## src/sv/mmbd_pkg.sv

```systemverilog
// ----------------------------------------------------------------------------
// mmbd_pkg
// shared types, codes and tables of the memory map bus decoder
// ----------------------------------------------------------------------------
package mmbd_pkg;

  typedef enum logic [1:0] {
    OP_RD_BYTE = 2'd0,
    OP_RD_WORD = 2'd1,
    OP_WR_BYTE = 2'd2,
    OP_WR_WORD = 2'd3
  } op_t;

  typedef enum logic [2:0] {
    RGN_ROM,
    RGN_VRAM,
    RGN_XRAM,
    RGN_WRAM,
    RGN_ECHO,
    RGN_OAM,
    RGN_IO,
    RGN_HRAM
  } rgn_t;

  // controller to datapath
  typedef struct packed {
    logic load;
    logic mem_en;
    logic second;
    logic cap_lo;
    logic out_load;
  } cmd_t;

  // datapath to controller
  typedef struct packed {
    logic is_word;
    logic is_write;
  } sts_t;

  function automatic rgn_t decode(input logic [15:0] a);
    rgn_t r;
    case (a) inside
      [16'h0000:16'h7FFF]: r = RGN_ROM;
      [16'h8000:16'h9FFF]: r = RGN_VRAM;
      [16'hA000:16'hBFFF]: r = RGN_XRAM;
      [16'hC000:16'hEFFF]: r = RGN_WRAM;
      [16'hF000:16'hFDFF]: r = RGN_ECHO;
      [16'hFE00:16'hFEFF]: r = RGN_OAM;
      [16'hFF00:16'hFF7F]: r = RGN_IO;
      default:             r = RGN_HRAM;
    endcase
    return r;
  endfunction

  // power-on values of the i/o registers
  function automatic logic [7:0] io_reset_val(input logic [6:0] idx);
    logic [7:0] v;
    case (idx)
      7'h10:   v = 8'h80;
      7'h11:   v = 8'hBF;
      7'h12:   v = 8'hF3;
      7'h14:   v = 8'hBF;
      7'h16:   v = 8'h3F;
      7'h19:   v = 8'hBF;
      7'h1A:   v = 8'h7F;
      7'h1B:   v = 8'hFF;
      7'h1C:   v = 8'h9F;
      7'h1E:   v = 8'hBF;
      7'h20:   v = 8'hFF;
      7'h23:   v = 8'hBF;
      7'h24:   v = 8'h77;
      7'h25:   v = 8'hF3;
      7'h26:   v = 8'hF1;
      7'h40:   v = 8'h91;
      7'h41:   v = 8'h84;
      7'h47:   v = 8'hFC;
      7'h48:   v = 8'hFF;
      7'h49:   v = 8'hFF;
      default: v = 8'h00;
    endcase
    return v;
  endfunction

endpackage

```

## src/sv/mmbd_ctrl.sv

```systemverilog
// ----------------------------------------------------------------------------
// mmbd_ctrl
// sequencer for one bus access: first byte, optional second byte, result
// ----------------------------------------------------------------------------
module mmbd_ctrl (
  input  logic          clk,
  input  logic          rst_n,
  input  logic          in_valid,
  output logic          in_stall,
  output logic          out_valid,
  input  logic          out_stall,
  input  mmbd_pkg::sts_t sts,
  output mmbd_pkg::cmd_t cmd
);

  typedef enum logic [1:0] {
    ST_IDLE,
    ST_FIRST,
    ST_SECOND,
    ST_FINISH
  } state_t;

  state_t state_r, state_nxt;
  logic   out_valid_r, out_valid_nxt;
  logic   slot_free;

  assign slot_free = !out_valid_r || !out_stall;

  always_comb begin
    state_nxt     = state_r;
    out_valid_nxt = out_valid_r && out_stall;
    cmd           = '0;
    case (state_r)
      ST_IDLE: begin
        if (in_valid) begin
          cmd.load  = 1'b1;
          state_nxt = ST_FIRST;
        end
      end
      ST_FIRST: begin
        cmd.mem_en = 1'b1;
        state_nxt  = sts.is_word ? ST_SECOND : ST_FINISH;
      end
      ST_SECOND: begin
        cmd.mem_en = 1'b1;
        cmd.second = 1'b1;
        cmd.cap_lo = !sts.is_write;
        state_nxt  = ST_FINISH;
      end
      ST_FINISH: begin
        if (slot_free) begin
          cmd.out_load  = 1'b1;
          out_valid_nxt = 1'b1;
          state_nxt     = ST_IDLE;
        end
      end
      default: state_nxt = ST_IDLE;
    endcase
  end

  always_ff @(posedge clk) begin
    if (!rst_n) begin
      state_r     <= ST_IDLE;
      out_valid_r <= 1'b0;
    end else begin
      state_r     <= state_nxt;
      out_valid_r <= out_valid_nxt;
    end
  end

  assign in_stall  = (state_r != ST_IDLE);
  assign out_valid = out_valid_r;

endmodule

```

## config.mk

```make
export PLATFORM = sky130hd
export DESIGN_NAME = mmbd_ctrl
export DESIGN_NICKNAME = d
export VERILOG_FILES = /design/src/sv/mmbd_pkg.sv /design/src/sv/mmbd_ctrl.sv
export SDC_FILE = /design/constraint.sdc
export NUM_CORES = 1
export LEC_CHECK = 0
export ABC_AREA = 0
export BUFFER_PORTS_ARGS = -buffer_cell sky130_fd_sc_hd__buf_4
export CAP_MARGIN = 10
export CORE_AREA = 2 2 39 41
export CTS_CLUSTER_SIZE = 16
export DETAILED_ROUTE_END_ITERATION = 10
export DIE_AREA = 0 0 41 43
export GPL_TIMING_DRIVEN = 0
export SLEW_MARGIN = 20
export SYNTH_ARGS = -nofsm -noshare
export SYNTH_HDL_FRONTEND = slang
export SYNTH_SLANG_ARGS = --single-unit
```

## constraint.sdc

```tcl
create_clock -name clk -period 1.7 [get_ports clk]
set_input_delay 0.34 -clock clk [delete_from_list [all_inputs] [get_ports clk]]
set_output_delay 0.34 -clock clk [all_outputs]
set_load 0.02 [all_outputs]
```

==> flow_metrics.py, run 1 <==
metrics = {
    "run_status": {
        "status": "completed",
    },
    "cells_and_area": {
        "mostFrequentLayoutCells": "buf_4, ha_1, inv_1, clkbuf_4",
        "finalInstanceArea_um2": 387.9,
        "num_antenna_cells": 0,
        "post-route-util": 0.2803,
        "regArea_um2": 61.31,
        "multi_input_area_um2": 167.7,
        "final_common_cell": "buf_4",
        "area_delta_synth_final_pct": 55.00,
        "layout-drive-gt1-share": 0.4884,
        "fin_nets": 55,
        "fillers": 154,
    },
    "synthesis": {
        "ys_seq_area_frac": 0.2400,
        "netlist_area_um2": 250.2,
        "syn-num-nets": 38,
        "synth_area_leaders": "ha_1, dfxtp_1, inv_1",
        "synth_top_area_share": 0.2500,
        "ys_warn_count": 0,
        "syn_avg_cell_area_um2": 9.268,
        "ys_ff_latch": 3,
        "netlist_instances": 27,
        "yosys.area.top_type": "ha_1",
        "ys_types": 17,
    },
    "critical_path": {
        "crit_required_ns": 1.36,
        "end_kind": "output pin",
        "cp-endpoint": "cmd[3]",
        "r2r_slack_ns": 0.37,
        "cp.depth": 4,
        "ff2ff_path_depth": 5,
        "critPathMaxStageDelay_ns": 0.37,
        "cp_common_cell": "buf_4",
        "crit_start": "state_r[0]",
        "reg2reg_to": "state_r[0]",
        "start_kind": "flip-flop",
        "arrival_ns": 1.27,
        "worst_path_dominant_cell_family": "flip-flops",
        "crit_buf_inv": 3,
        "crit_path_cell_trace": "inv_2 -> ha_1 -> buf_4 -> buf_4",
        "rr_startpoint": "state_r[0]",
        "cp_max_fo": 5,
        "critical_path_class": "reg2out",
        "crit_path_top_delay_cell": "dfxtp_1",
    },
    "sta": {
        "slew_violations": 0,
        "slew-limit-headroom": 0.8742,
        "min_period_ns": 1.608,
        "finalHoldViolations": 0,
        "fin_tns_setup_ns": 0,
        "setup_viol": 0,
        "clock-skew-final_ns": 0.0006731,
        "worstMarginPinSlew_ns": 0.1871,
        "setup_slack_ns": 0.09244,
        "max_freq_mhz": 622.1,
        "post-route-period-util": 0.9456,
        "rsz0062_at_grt": "false",
    },
    "placement": {
        "place_worst_setup_slack_ns": 0.2904,
        "placed_cell_area_um2": 360.3,
        "port_buffers": 12,
        "routabilityCongestion": 0.7129,
        "dp_hpwl_um": 377.8,
    },
    "global_routing": {
        "grt-ovfl-total": 0,
        "grt_pass1_vias": 245,
        "groute.usage.overall": 0.07422,
        "antenna_found_initial": 0,
        "grt_pass1_wl_um": 862,
        "grt_max_degree": 6,
    },
    "clock_network": {
        "clk_path_buf_depth": 2,
        "cts_buffers": 3,
        "cts_sinks": 3,
        "hold_buffers": 0,
        "h-tree-depth": 1,
        "clk_pin_slew_ns": 0.04,
        "cts_tree": "built",
        "clock_latency_ns": 0.23,
        "cts_root_buf": "clkbuf_4",
    },
    "route": {
        "drc_errors": 0,
        "initialDrtViolationCount": 0,
        "vias_per_cell": 3.966,
        "ant_nets": 0,
        "vias": 234,
        "first_pass_iters": 1,
        "routedWlPerCell_um": 8.051,
        "wl_um": 475,
    },
    "power": {
        "p_clk_frac": 0.193,
        "power_switching_share": 0.4166,
        "switching_power_uw": 268.7,
        "leakage_nw": 0.1938,
        "combPwrFrac": 0.617,
        "power_frac_seq": 0.190,
        "powerDensity_nw_per_um2": 1663,
        "vdd_ir_drop_max_v": 0.0004223,
        "intPower_uw": 376.4,
    },
    "floorplan": {
        "start_util": 0.1808,
        "num_rows": 14,
        "fp.dieW_um": 41,
        "coreArea_um2": 1384,
        "dieArea_um2": 1763,
        "die_h_um": 43,
        "io_pins": 13,
    },
    "worst_hold_path": {
        "min_path_type": "in2reg",
    },
    "run": {
        "max-cap-violations": 0,
    },
}
## cell usage after synthesis
cell type and count:
nor2_1 1, ha_1 5, a211o_1 1, and2_2 1, o31ai_2 1, o31ai_1 1
a21boi_0 1, and2b_1 1, nand2_1 1, dfxtp_1 3, o211ai_1 1, and3_4 1
buf_4 1, o311a_1 1, nor2b_1 2, inv_1 4, a21oi_1 1
## per-layer routing
layer	up-vias	part of all wire	global-route usage
met4	0	0	0.08000
met1	106	0.37	0.06731
met2	6	0.55	0.1188
met5	-	0	0
li1	122	-	-
met3	0	0.080	0.01571
## power groups by stage
stage               clock (mW)  sequential (mW)  combinational (mW)
detailed placement           0            0.121               0.403
floorplan                    0            0.117               0.273
global route             0.136            0.127               0.452
finish                   0.124            0.123               0.398
global placement             0            0.119               0.397
CTS                      0.133            0.119               0.404
## cell families (layout without fill, tap and decap cells)
| group | Yosys count | in the layout | share of synthesized area |
|---|---|---|---|
| buf+inv | 5 | 21 | 0.08999 |
| compound gates | 7 | 7 | 0.2350 |
| simple gates | 7 | 7 | 0.1850 |
| fa+ha+maj | 5 | 5 | 0.2500 |
| flops | 3 | 3 | 0.2400 |
## sequential cells by signal (all words and copies together) (netlist names)
signal	cells
out_valid	1
state_r	2
## metrics by stage
step | hold WS (ns) | power, mW | cells
finish | 0.3632 | 0.6451 | 59
CTS | 0.3584 | 0.6571 | 59
global route | 0.3882 | 0.7145 | 59
floorplan | 0.4682 | 0.3902 | 27
detailed placement | 0.5527 | 0.5236 | 55
global placement | 0.5528 | 0.5167 | 55
## how the worst min path moves through the flow
stage                          from          to  cells past startpoint
after floorplan               rst_n   out_valid                      1
after global placement    out_valid   out_valid                      2
after detailed placement  out_valid   out_valid                      2
after CTS                     rst_n   out_valid                      2
after global routing          rst_n  state_r[0]                      2
final                         rst_n   out_valid                      2
## what timing repair did
action,in CTS,in global routing
setup endpoints to repair,0,1
endpoints found under the hold margin,0,0
setup buffers,0,0
gates resized for setup,0,2
## worst reg2reg max path, delay by kind of cell, from the launching register on
family	cells	cell delay, ns
fa+ha+maj	1	0.22
flops	1	0.37
compound gates	2	0.40
simple gates	1	0.20
buf+inv	1	0.08
## layout make-up
class,instances,share of cell area
buffer,1,0.01935
clock buffer,4,0.06774
inverter,4,0.03871
multi-input combinational,19,0.4323
sequential,3,0.1581
tap,16,0.05161
timing repair buffer,12,0.2323
(Power assumes the default switching activity.)
==> inputs of run 2 (changes only) <==
==> constraint.sdc (replaced) <==
create_clock -name clk -period 1.55 [get_ports clk]
set_input_delay 0.31 -clock clk [delete_from_list [all_inputs] [get_ports clk]]
set_output_delay 0.31 -clock clk [all_outputs]
set_load 0.02 [all_outputs]
==> run 2 against run 1 <==
Final area is 4.2% higher. Sequential share of layout area is 0.29 points higher. Combinational power is 19% higher. Hold slack worse by 0.029 ns. Largest power group unchanged.
==> flow_metrics.py, run 2 (same netlist as run 1, synthesis figures left out) <==
metrics = {
    "sta": {
        "slew_violations": 0,
        "rsz0062_at_grt": "false",
        "min_period_ns": 1.496,
        "post-route-period-util": 0.9654,
        "whs_ns": 0.3343,
        "slew-limit-headroom": 0.8634,
        "fin_tns_setup_ns": 0,
        "finalHoldViolations": 0,
        "worstMarginPinSlew_ns": 0.2031,
        "clock-skew-final_ns": 0.0008719,
        "setup_viol": 0,
        "max_freq_mhz": 668.3,
    },
    "global_routing": {
        "grt_pass1_vias": 254,
        "grt_pass1_wl_um": 917,
        "groute.usage.overall": 0.07924,
        "grt_max_degree": 6,
        "antenna_found_initial": 0,
        "grt-ovfl-total": 0,
    },
    "critical_path": {
        "crit_buf_inv": 3,
        "cp_max_fo": 5,
        "crit_path_cell_trace": "inv_1 -> ha_4 -> buf_4 -> buf_4",
        "critPathMaxStageDelay_ns": 0.35,
        "worst_path_dominant_cell_family": "buffers and inverters",
        "arrival_ns": 1.19,
        "cp_common_cell": "buf_4",
        "crit_path_top_delay_cell": "dfxtp_4",
        "end_kind": "output pin",
        "critical_path_class": "reg2out",
        "crit_required_ns": 1.24,
        "start_kind": "flip-flop",
    },
    "floorplan": {
        "dieArea_um2": 1763,
        "fp.dieW_um": 41,
        "io_pins": 13,
        "num_rows": 14,
        "start_util": 0.1808,
        "die_h_um": 43,
        "coreArea_um2": 1384,
    },
    "power": {
        "vdd_ir_drop_max_v": 0.0004945,
        "leakage_nw": 0.1966,
        "powerDensity_nw_per_um2": 1862,
    },
    "route": {
        "wl_um": 530,
        "drc_errors": 0,
        "ant_nets": 0,
        "initialDrtViolationCount": 1,
        "vias": 240,
        "vias_per_cell": 4.068,
        "first_pass_iters": 2,
        "routedWlPerCell_um": 8.983,
    },
    "clock_network": {
        "hold_buffers": 0,
        "clk_path_buf_depth": 2,
        "clock_latency_ns": 0.23,
        "cts_buffers": 3,
        "h-tree-depth": 1,
        "clk_pin_slew_ns": 0.04,
        "post_cts_buffers": 0,
        "cts_sinks": 3,
        "cts_tree": "built",
        "cts_root_buf": "clkbuf_4",
    },
    "worst_hold_path": {
        "min_path_type": "in2reg",
    },
    "cells_and_area": {
        "layout-drive-gt1-share": 0.5349,
        "final_common_cell": "buf_4",
        "mostFrequentLayoutCells": "buf_4, ha_1, inv_1, clkbuf_4, nor2b_1",
        "stdcell_count": 59,
        "num_antenna_cells": 0,
        "post-route-util": 0.2920,
        "largest_reg_flops": 2,
        "fin_nets": 55,
        "area_delta_synth_final_pct": 61.50,
        "top_register": "state_r",
    },
    "run": {
        "max-cap-violations": 0,
    },
    "placement": {
        "port_buffers": 12,
        "place_inst": 55,
        "dp_hpwl_um": 377.8,
        "routabilityCongestion": 0.7129,
    },
    "run_status": {
        "status": "completed",
    },
}
-- run 2: changes by cell type in the layout (fill, tap and decap cells not counted) --
cell / change
a21boi_0: -1
a21boi_1: +1
dfxtp_1: -1
dfxtp_4: +1
ha_1: -1
ha_4: +1
-- run 2: worst paths after layout --
kind | slack [ns] | end | depth (start not counted) | startpoint
setup reg to reg | 0.23 | state_r[0] | 4 | state_r[1]
hold / removal | 0.33 | out_valid | 2 | rst_n
hold reg to reg | 0.56 | state_r[1] | 2 | state_r[1]
setup / recovery | 0.05 | cmd[3] | 4 | state_r[1]
-- run 2: worst reg2reg max path: cells and delay by family (launching register included) --
kind	cells	cell delay, ns
flip-flops	1	0.36
AO/OA/AOI/OAI	2	0.55
buffers and inverters	1	0.09
adder cells (fa/ha/maj)	1	0.21
-- run 2: routing by layer --
metal / up-vias / share of wire / global-route usage
met5: - / 0 / 0
met4: 0 / 0 / 0.08000
met3: 0 / 0.072 / 0.01571
met2: 6 / 0.59 / 0.1313
met1: 110 / 0.33 / 0.07051
li1: 124 / - / -
-- run 2: final cells by class --
type	instances	area, um^2
clock buffers	4	26.28
fillers	155	979.7
plain buffers	1	7.507
repair buffers	12	90.09
inverters	4	15.01
well taps	16	20.02
multi-input cells	19	180.2
flip-flops and latches	3	65.06
-- run 2: where the power goes --
| part | switching (mW) | leakage (nW) | internal [mW] |
|---|---|---|---|
| Combinational | 0.243 | 0.156 | 0.232 |
| Sequential | 0.0282 | 0.0256 | 0.113 |
| Clock | 0.0401 | 0.0150 | 0.0965 |
-- run 2: through the flow --
step | power [mW] | setup WS (ns) | instance area [um^2]
2_1_floorplan | 0.4279 | 0.1401 | 250.2
3_3_place_gp | 0.5667 | 0.1801 | 360.3
3_5_place_dp | 0.5743 | 0.1704 | 360.3
4_1_cts | 0.7654 | 0.03369 | 404.1
5_1_grt | 0.8303 | 0.009997 | 404.1
6_report | 0.7523 | 0.05357 | 404.1
-- run 2: what timing repair did --
item,in CTS,in global routing
resized for setup,5,1
endpoints found under the setup margin,2,1
pin swaps,0,0
